--- config.mk ---
export PLATFORM = sky130hd
export DESIGN_NAME = coordinate_rmsd_accumulator_core
export DESIGN_NICKNAME = d
export VERILOG_FILES = /design/src/crmsd_pkg.sv /design/src/crmsd_root_unit.sv /design/src/coordinate_rmsd_accumulator_core.sv
export SDC_FILE = /design/constraint.sdc
export NUM_CORES = 2
export LEC_CHECK = 0
export BUFFER_PORTS_ARGS = -buffer_cell sky130_fd_sc_hd__buf_2
export CORE_MARGIN = 5
export CORE_UTILIZATION = 40
export CTS_CLUSTER_DIAMETER = 200
export DETAILED_ROUTE_END_ITERATION = 12
export SYNTH_ARGS = -nofsm -noshare
export SYNTH_HDL_FRONTEND = slang
export SYNTH_SLANG_ARGS = --single-unit
--- constraint.sdc ---
create_clock -name clk -period 15.9 [get_ports clk]
set_input_delay 3.18 -clock clk [delete_from_list [all_inputs] [get_ports clk]]
set_output_delay 3.18 -clock clk [all_outputs]
set_load 0.02 [all_outputs]
--- src/crmsd_pkg.sv ---
`default_nettype none

package crmsd_pkg;

  localparam int COORD_W       = 18;
  localparam int DIFF_W        = COORD_W + 1;
  localparam int SQ_W          = 2 * COORD_W;
  localparam int SUM_W         = 52;
  localparam int ROOT_W        = SUM_W / 2;
  localparam int RMSD_W        = 19;
  localparam int ATOMS_W       = 13;
  localparam int MAX_ATOMS_DEF = 4096;
  localparam int IN_DATA_W     = 112;
  localparam int OUT_DATA_W    = 40;
  localparam int CFG_AW        = 3;
  localparam int CFG_DW        = 32;

  localparam logic [RMSD_W-1:0] MAX_RMSD_RESET = RMSD_W'(256);

  // Register indexes, taken from paddr[2].
  localparam logic REG_MAX_RMSD = 1'b0;

  typedef enum logic [2:0] {
    ST_IDLE,
    ST_MUL,
    ST_ADD,
    ST_START,
    ST_ROOT,
    ST_LOAD
  } seq_state_t;

  typedef enum logic [1:0] {
    U_IDLE,
    U_DIV,
    U_SQRT
  } unit_state_t;

  typedef struct packed {
    logic              done;
    logic [ROOT_W-1:0] root;
  } unit_stat_t;

endpackage

`default_nettype wire

--- src/crmsd_root_unit.sv ---
`default_nettype none

// Mean and square root of the accumulated sum. One shared trial subtractor is
// used first for a restoring divide (one quotient bit per cycle), then for a
// digit-by-digit square root (one root bit per cycle).
module crmsd_root_unit #(
  parameter int CNT_W = 13
) (
  input  wire logic                        clk,
  input  wire logic                        rst_n,
  input  wire logic                        start,
  input  wire logic [crmsd_pkg::SUM_W-1:0] sum,
  input  wire logic [CNT_W-1:0]            count,
  output crmsd_pkg::unit_stat_t            stat
);

  localparam int SUM_W  = crmsd_pkg::SUM_W;
  localparam int ROOT_W = crmsd_pkg::ROOT_W;
  localparam int REM_W  = (CNT_W + 1 > ROOT_W + 3) ? CNT_W + 1 : ROOT_W + 3;
  localparam int STEP_W = $clog2(SUM_W);

  crmsd_pkg::unit_state_t state_r, state_nxt;

  logic [REM_W-1:0]  rem_r;
  logic [SUM_W-1:0]  dq_r;
  logic [ROOT_W-1:0] root_r;
  logic [CNT_W-1:0]  div_r;
  logic [STEP_W-1:0] step_r;

  logic [REM_W-1:0] op_a, op_b;
  logic [REM_W:0]   trial;
  logic             ge;
  logic             last_step;
  logic             done;

  assign last_step = (step_r == '0);

  // Shared trial subtractor.
  always_comb begin
    if (state_r == crmsd_pkg::U_SQRT) begin
      op_a = {rem_r[REM_W-3:0], dq_r[SUM_W-1 -: 2]};
      op_b = REM_W'({root_r, 2'b01});
    end else begin
      op_a = {rem_r[REM_W-2:0], dq_r[SUM_W-1]};
      op_b = REM_W'(div_r);
    end
  end

  assign trial = {1'b0, op_a} - {1'b0, op_b};
  assign ge    = !trial[REM_W];

  always_comb begin
    state_nxt = state_r;
    unique case (state_r)
      crmsd_pkg::U_IDLE: if (start) state_nxt = crmsd_pkg::U_DIV;
      crmsd_pkg::U_DIV:  if (last_step) state_nxt = crmsd_pkg::U_SQRT;
      crmsd_pkg::U_SQRT: if (last_step) state_nxt = crmsd_pkg::U_IDLE;
      default:           state_nxt = crmsd_pkg::U_IDLE;
    endcase
  end

  always_comb begin
    done = 1'b0;
    unique case (state_r)
      crmsd_pkg::U_SQRT: done = last_step;
      default:           done = 1'b0;
    endcase
  end

  always_ff @(posedge clk) begin
    if (!rst_n) begin
      state_r <= crmsd_pkg::U_IDLE;
    end else begin
      state_r <= state_nxt;
    end
  end

  always_ff @(posedge clk) begin
    unique case (state_r)
      crmsd_pkg::U_IDLE: begin
        if (start) begin
          dq_r   <= sum;
          div_r  <= (count == '0) ? CNT_W'(1) : count;
          rem_r  <= '0;
          step_r <= STEP_W'(SUM_W - 1);
        end
      end
      crmsd_pkg::U_DIV: begin
        rem_r <= ge ? trial[REM_W-1:0] : op_a;
        dq_r  <= {dq_r[SUM_W-2:0], ge};
        if (last_step) begin
          rem_r  <= '0;
          root_r <= '0;
          step_r <= STEP_W'(ROOT_W - 1);
        end else begin
          step_r <= step_r - STEP_W'(1);
        end
      end
      crmsd_pkg::U_SQRT: begin
        rem_r  <= ge ? trial[REM_W-1:0] : op_a;
        dq_r   <= {dq_r[SUM_W-3:0], 2'b00};
        root_r <= {root_r[ROOT_W-2:0], ge};
        step_r <= step_r - STEP_W'(1);
      end
      default: ;
    endcase
  end

  assign stat.done = done;
  assign stat.root = root_r;

endmodule

`default_nettype wire

--- src/coordinate_rmsd_accumulator_core.sv ---
`default_nettype none

// Root mean square deviation of two structures, streamed one atom per beat.
// The in_ channel carries an atom: six signed 18-bit coordinates in in_tdata
// and in_tlast on the final atom of a structure pair. The out_ channel gives
// one result beat per pair: rmsd, the inclusive limit flag, the atom count
// (saturated at MAX_ATOMS) and the count overflow flag.
// The limit max_rmsd is written over the APB-style cfg_ port at byte address 0.
// An atom passes through ST_MUL once per axis and then ST_ADD: one multiplier
// squares the x, y and z differences in turn and one saturating adder folds
// them into the sum, so in_tready stays low until the atom is done.
// An atom that arrives once the count is saturated only sets the overflow flag
// and skips the multiplier and adder. After the last atom, the shared divide
// and root unit forms the mean and then its square root, and the result is
// loaded into the output register once that register is free.
// The result sits in an output register, so a stalled receiver does not block
// the next run of atoms; only the following result waits until it is taken.
// Reset clears the sum, count, overflow flag and output valid flag, and sets
// max_rmsd to 256 (one angstrom).
module coordinate_rmsd_accumulator_core #(
  parameter int MAX_ATOMS = crmsd_pkg::MAX_ATOMS_DEF
) (
  input  wire logic                             clk,
  input  wire logic                             rst_n,
  // in_tdata, lowest bits first: x_first, y_first, z_first,
  // x_second, y_second, z_second (18 bits each), zero fill.
  input  wire logic                             in_tvalid,
  output      logic                             in_tready,
  input  wire logic [crmsd_pkg::IN_DATA_W-1:0]  in_tdata,
  input  wire logic                             in_tlast,
  // out_tdata, lowest bits first: rmsd (19), within_limit (1),
  // atoms_seen (13), count_overflow (1), zero fill.
  output      logic                             out_tvalid,
  input  wire logic                             out_tready,
  output      logic [crmsd_pkg::OUT_DATA_W-1:0] out_tdata,
  input  wire logic                             cfg_psel,
  input  wire logic                             cfg_penable,
  input  wire logic                             cfg_pwrite,
  input  wire logic [crmsd_pkg::CFG_AW-1:0]     cfg_paddr,
  input  wire logic [crmsd_pkg::CFG_DW-1:0]     cfg_pwdata,
  output      logic [crmsd_pkg::CFG_DW-1:0]     cfg_prdata,
  output      logic                             cfg_pready
);

  localparam int COORD_W = crmsd_pkg::COORD_W;
  localparam int DIFF_W  = crmsd_pkg::DIFF_W;
  localparam int SQ_W    = crmsd_pkg::SQ_W;
  localparam int SUM_W   = crmsd_pkg::SUM_W;
  localparam int ROOT_W  = crmsd_pkg::ROOT_W;
  localparam int RMSD_W  = crmsd_pkg::RMSD_W;
  localparam int ATOMS_W = crmsd_pkg::ATOMS_W;
  localparam int CNT_W   = $clog2(MAX_ATOMS + 1);

  // ---------------------------------------------------------------------
  // Configuration register. The write lands on the access beat.
  // ---------------------------------------------------------------------
  logic [RMSD_W-1:0] max_rmsd_r;
  logic              cfg_wr;

  assign cfg_pready = 1'b1;
  assign cfg_wr     = cfg_psel && cfg_penable && cfg_pwrite &&
                      (cfg_paddr[2] == crmsd_pkg::REG_MAX_RMSD);

  always_ff @(posedge clk) begin
    if (!rst_n) begin
      max_rmsd_r <= crmsd_pkg::MAX_RMSD_RESET;
    end else if (cfg_wr) begin
      max_rmsd_r <= cfg_pwdata[RMSD_W-1:0];
    end
  end

  always_comb begin
    cfg_prdata = '0;
    if (cfg_paddr[2] == crmsd_pkg::REG_MAX_RMSD) begin
      cfg_prdata = crmsd_pkg::CFG_DW'(max_rmsd_r);
    end
  end

  // ---------------------------------------------------------------------
  // Sequencer.
  // ---------------------------------------------------------------------
  crmsd_pkg::seq_state_t state_r, state_nxt;
  crmsd_pkg::unit_stat_t unit_stat;

  logic [1:0]         idx_r;
  logic               last_r;
  logic [COORD_W-1:0] first_r  [3];
  logic [COORD_W-1:0] second_r [3];
  logic [SQ_W-1:0]    product_r;
  logic [SUM_W-1:0]   sum_r;
  logic [CNT_W-1:0]   count_r;
  logic               overflow_r;

  logic in_acc;
  logic full;
  logic out_free;
  logic mul_en, add_en, unit_start, load_en;

  assign in_acc   = in_tvalid && in_tready;
  assign full     = (count_r == CNT_W'(MAX_ATOMS));
  assign out_free = !out_tvalid || out_tready;

  always_comb begin
    state_nxt = state_r;
    unique case (state_r)
      crmsd_pkg::ST_IDLE: begin
        if (in_tvalid) begin
          if (!full) begin
            state_nxt = crmsd_pkg::ST_MUL;
          end else if (in_tlast) begin
            state_nxt = crmsd_pkg::ST_START;
          end
        end
      end
      crmsd_pkg::ST_MUL:   if (idx_r == 2'd2) state_nxt = crmsd_pkg::ST_ADD;
      crmsd_pkg::ST_ADD:   state_nxt = last_r ? crmsd_pkg::ST_START : crmsd_pkg::ST_IDLE;
      crmsd_pkg::ST_START: state_nxt = crmsd_pkg::ST_ROOT;
      crmsd_pkg::ST_ROOT:  if (unit_stat.done) state_nxt = crmsd_pkg::ST_LOAD;
      crmsd_pkg::ST_LOAD:  if (out_free) state_nxt = crmsd_pkg::ST_IDLE;
      default:             state_nxt = crmsd_pkg::ST_IDLE;
    endcase
  end

  always_comb begin
    in_tready  = 1'b0;
    mul_en     = 1'b0;
    add_en     = 1'b0;
    unit_start = 1'b0;
    load_en    = 1'b0;
    unique case (state_r)
      crmsd_pkg::ST_IDLE:  in_tready = 1'b1;
      crmsd_pkg::ST_MUL: begin
        mul_en = 1'b1;
        add_en = (idx_r != 2'd0);
      end
      crmsd_pkg::ST_ADD:   add_en = 1'b1;
      crmsd_pkg::ST_START: unit_start = 1'b1;
      crmsd_pkg::ST_ROOT:  ;
      crmsd_pkg::ST_LOAD:  load_en = out_free;
      default:             ;
    endcase
  end

  always_ff @(posedge clk) begin
    if (!rst_n) begin
      state_r <= crmsd_pkg::ST_IDLE;
      idx_r   <= '0;
    end else begin
      state_r <= state_nxt;
      if (mul_en) begin
        idx_r <= (idx_r == 2'd2) ? 2'd0 : idx_r + 2'd1;
      end
    end
  end

  // Atom capture.
  always_ff @(posedge clk) begin
    if (in_acc) begin
      last_r <= in_tlast;
      for (int i = 0; i < 3; i++) begin
        first_r[i]  <= in_tdata[i*COORD_W +: COORD_W];
        second_r[i] <= in_tdata[(i+3)*COORD_W +: COORD_W];
      end
    end
  end

  // ---------------------------------------------------------------------
  // Shared multiplier: one axis per cycle, product registered before the add.
  // ---------------------------------------------------------------------
  logic signed [DIFF_W-1:0]   diff;
  logic signed [2*DIFF_W-1:0] square;

  assign diff   = DIFF_W'($signed(first_r[idx_r])) - DIFF_W'($signed(second_r[idx_r]));
  assign square = diff * diff;

  always_ff @(posedge clk) begin
    if (mul_en) begin
      product_r <= square[SQ_W-1:0];
    end
  end

  // Saturating accumulate. Once the sum sticks at its maximum it stays there,
  // so adding axis by axis saturates exactly like adding the atom at once.
  logic [SUM_W:0]   sum_ext;
  logic [SUM_W-1:0] sum_sat;

  assign sum_ext = {1'b0, sum_r} + (SUM_W + 1)'(product_r);
  assign sum_sat = sum_ext[SUM_W] ? '1 : sum_ext[SUM_W-1:0];

  always_ff @(posedge clk) begin
    if (!rst_n) begin
      sum_r      <= '0;
      count_r    <= '0;
      overflow_r <= 1'b0;
    end else if (load_en) begin
      sum_r      <= '0;
      count_r    <= '0;
      overflow_r <= 1'b0;
    end else begin
      if (add_en) begin
        sum_r <= sum_sat;
      end
      if (state_r == crmsd_pkg::ST_ADD) begin
        count_r <= count_r + CNT_W'(1);
      end
      if (in_acc && full) begin
        overflow_r <= 1'b1;
      end
    end
  end

  // ---------------------------------------------------------------------
  // Divide and root unit.
  // ---------------------------------------------------------------------
  crmsd_root_unit #(
    .CNT_W (CNT_W)
  ) u_root (
    .clk   (clk),
    .rst_n (rst_n),
    .start (unit_start),
    .sum   (sum_r),
    .count (count_r),
    .stat  (unit_stat)
  );

  // ---------------------------------------------------------------------
  // Output register.
  // ---------------------------------------------------------------------
  logic                       out_valid_r;
  logic [RMSD_W-1:0]          rmsd_r;
  logic                       within_r;
  logic [ATOMS_W-1:0]         atoms_r;
  logic                       oflow_out_r;
  logic [ATOMS_W+CNT_W-1:0]   count_ext;
  logic                       in_limit;

  assign count_ext = {{ATOMS_W{1'b0}}, count_r};
  assign in_limit  = (unit_stat.root <= ROOT_W'(max_rmsd_r));

  always_ff @(posedge clk) begin
    if (!rst_n) begin
      out_valid_r <= 1'b0;
    end else if (load_en) begin
      out_valid_r <= 1'b1;
    end else if (out_tready) begin
      out_valid_r <= 1'b0;
    end
  end

  always_ff @(posedge clk) begin
    if (load_en) begin
      rmsd_r      <= unit_stat.root[RMSD_W-1:0];
      within_r    <= in_limit;
      atoms_r     <= count_ext[ATOMS_W-1:0];
      oflow_out_r <= overflow_r;
    end
  end

  assign out_tvalid = out_valid_r;
  assign out_tdata  = crmsd_pkg::OUT_DATA_W'({oflow_out_r, atoms_r, within_r, rmsd_r});

endmodule

`default_nettype wire

==> results by group <==
Setup path
  – CP Launch Type: flip-flop
  – Slowest-stage cell, CP: and3_1
  – Req. time, crit path: 16.24 ns
  – Critical setup path kind: reg -> reg
  – Setup slack, reg-to-reg: 4.82 ns
  – Worst Setup End Kind: flip-flop
  – CP Max Fanout: 36
  – Most used cell, CP: fa_1
  – CP peak stage delay: approximately 0.66 ns
  – Critical Path AT: about 11 ns

Floorplanning
  – Io pins: 230
  – Starting Density: about two fifths
  – Core ar.: 79,260 um2
  – Die Span X: 293.1 um
  – # rows: 103
  – Die Area: 85,890 um2
  – Die Span Y: between 200 and 300 um

Synthesis
  – Yosys warning total: 0
  – Synth top area cells: edfxtp_1 28%, fa_1 20%, ha_1 8.7%
  – Mean Syn Cell Area: just over 10 um2
  – Post-synthesis sequential area ratio: ~34%
  – Asr flop ratio synth: 0%
  – Cells after synthesis: around 3,200
  – Most common library cells after synthesis: 411 x inv_1, 321 x fa_1, 303 x edfxtp_1
  – Leading area contributor after synthesis: edfxtp_1
  – Synth Register Bits: roughly 400
  – Synth unique cells: 82
  – Share of the synthesized area in the top cell type: between 20% and 30%
  – Most common cell in the netlist: inv_1
  – Synthesized cell area: roughly 32,000 um2
  – EDFF count, synth: 303
  – Top_reg_cell synth: edfxtp_1

Cells and area
  – Area grow syn2layout: 10.78%
  – Post-route insts no fill: about 4,400
  – Number of inserted diodes: 0
  – Number of nets in the layout: 3,994
  – # fillers: roughly 7,600
  – Fin util: between 40% and 50%
  – Multi-input gate area: 18,930 um2
  – Design Area, Final: between 30,000 and 40,000 um2
  – Share of cells above drive strength 1: a little under an eighth
  – Area of all sequential standard cells: about 11,000 um2

CTS
  – Root Driver: clkbuf_16
  – H-tree level count: 2
  – Hold_buf cts: 0
  – Worst-case clock buffer depth: 3
  – CTS resizes: 0
  – Num CTS Buffers: 44
  – CTS tree: done
  – Clk sinks: between 300 and 400
  – Worst skew pair latency: 0.60 ns
  – Clk pin slew, worst setup/hold paths: 0.06 ns
  – Postcts setup bufs: 0

Drt
  – DR WL/cell: between 15 and 20 um
  – Vias after detailed routing: approximately 22,000
  – DRT Wirelength: ~73 mm
  – Residual DRC: 0
  – 1st-iter DRT viols: 1,112
  – First-pass DRT Iterations: 5
  – Via density: approximately 5
  – Routed Antenna Nets: 0

Timing
  – RSZ-0062 raised after global routing: no
  – Setup-failing EPs final: 0
  – Final count of pins violating max slew: 0
  – Slew @ Worst Pin: between 1 and 1.5 ns
  – Setup_tns: 0 ns
  – Period utilisation layout: a little over two thirds
  – Max Freq: 0.09025 GHz
  – Final min period: 11.08 ns
  – Max_slew headroom: 25.62%
  – Count of final hold-check violations: 0
  – Setup Skew: about 0.027 ns

Place
  – Placed cell count: about 4,300
  – Placed Area: 34,030 um2
  – Post-detail-place hpwl: 55.18 mm
  – Buffers added on ports: between 150 and 200
  – Routability cong.: ~0.89

GRT
  – Global route overflow: 0
  – All-layer global routing usage: between 15 and 20%
  – Vias in the first global route: ~23,000
  – Pin count of the biggest net entering global routing: roughly 110
  – Antenna violations before repair: 0
  – Global-route wire length before repair: about 120 mm

Status
  – Status: complete, no violations

Job
  – Number of max-cap violations: 0

Hold path
  – Worst min path class: reg -> reg
path summary, 6_finish.rpt:
kind                    start  cells past startpoint       endpoint
max                 flip-flop                     35  product_r[35]
max reg2reg         flip-flop                     35  product_r[35]
min          u_root.root_r[0]                      0      rmsd_r[0]
min reg2reg  u_root.root_r[0]                      0      rmsd_r[0]
placed cells by master (no fill, tap or decap), types with 9 or more instances in the layout:
| cell | n |
|---|---|
| a211oi_1 | 14 |
| clkbuf_16 | 45 |
| xor2_1 | 49 |
| xnor2_1 | 79 |
| buf_4 | 35 |
| nand2_1 | 284 |
| clkinv_1 | 9 |
| o21bai_1 | 15 |
| a31o_2 | 9 |
| buf_2 | 190 |
| inv_1 | 411 |
| nand3_1 | 30 |
| a31oi_1 | 15 |
| mux2_2 | 26 |
| ha_1 | 220 |
| nor2_1 | 273 |
| o21a_1 | 33 |
| o21ai_0 | 121 |
| a22oi_1 | 52 |
| a21boi_0 | 24 |
| a21o_1 | 53 |
| nor2b_1 | 17 |
| or2_2 | 9 |
| and3_1 | 23 |
| and2_1 | 44 |
| mux2i_1 | 41 |
| nand4_1 | 15 |
| nand2b_1 | 17 |
| edfxtp_1 | 303 |
| a21oi_1 | 244 |
| nor3_1 | 25 |
| conb_1 | 20 |
| dfxtp_1 | 93 |
| or3_1 | 16 |
| fa_1 | 321 |
layer usage:
layer  part of all wire, %  GRT usage [%]
met1                    46          23.10
met2                    47          28.42
met3                   4.8          2.797
met4                   2.2          4.075
met5                     0              0
flip-flops by register name, summed over array words and instances, names as in the netlist, 3 cells and up, named ones only:
signal	count
rmsd_r	19
u_root.div_r	13
count_r	13
sum_r	52
product_r	35
second_r	54
atoms_r	13
first_r	54
state_r	3
u_root.step_r	6
max_rmsd_r	19
u_root.dq_r	52
u_root.root_r	26
u_root.rem_r	28
critical path, delay by kind of cell, from the launching register on:
| family | cells | cell delay (ns) |
|---|---|---|
| mux | 1 | 0.29 |
| fa+ha+maj | 9 | 4.19 |
| xor+xnor | 1 | 0.09 |
| simple gates | 6 | 1.69 |
| compound gates | 13 | 3.20 |
| buf+inv | 5 | 0.95 |
| flops | 1 | 0.32 |
per-stage QoR:
step,hold slack (ns),setup slack (ns)
2_1_floorplan,0.4090,6.306
3_3_place_gp,0.4512,4.902
3_5_place_dp,0.4492,4.863
4_1_cts,0.4639,4.814
5_1_grt,0.4720,4.170
6_report,0.4592,4.820
cells by family after synthesis:
group | Yosys count | synth area share, %
AO/OA/AOI/OAI | 661 | 13.12
XOR/XNOR | 131 | 3.626
adder cells (fa/ha/maj) | 544 | 28.75
buffers and inverters | 567 | 7.046
flip-flops | 398 | 34.32
multiplexers | 67 | 2.194
other | 2 | 0.02343
AND/OR/NAND/NOR | 785 | 10.91
cell type report:
type	instances	area share, %
multi-input combinational	2208	53.31
sequential	398	30.99
inverter	418	4.419
tap	1050	3.700
clock buffer	57	3.467
timing repair buffer	225	3.418
clock inverter	23	0.7012
Power is not shown: default switching activity piles up to over one toggle a cycle in this logic, so the estimate is an artifact.
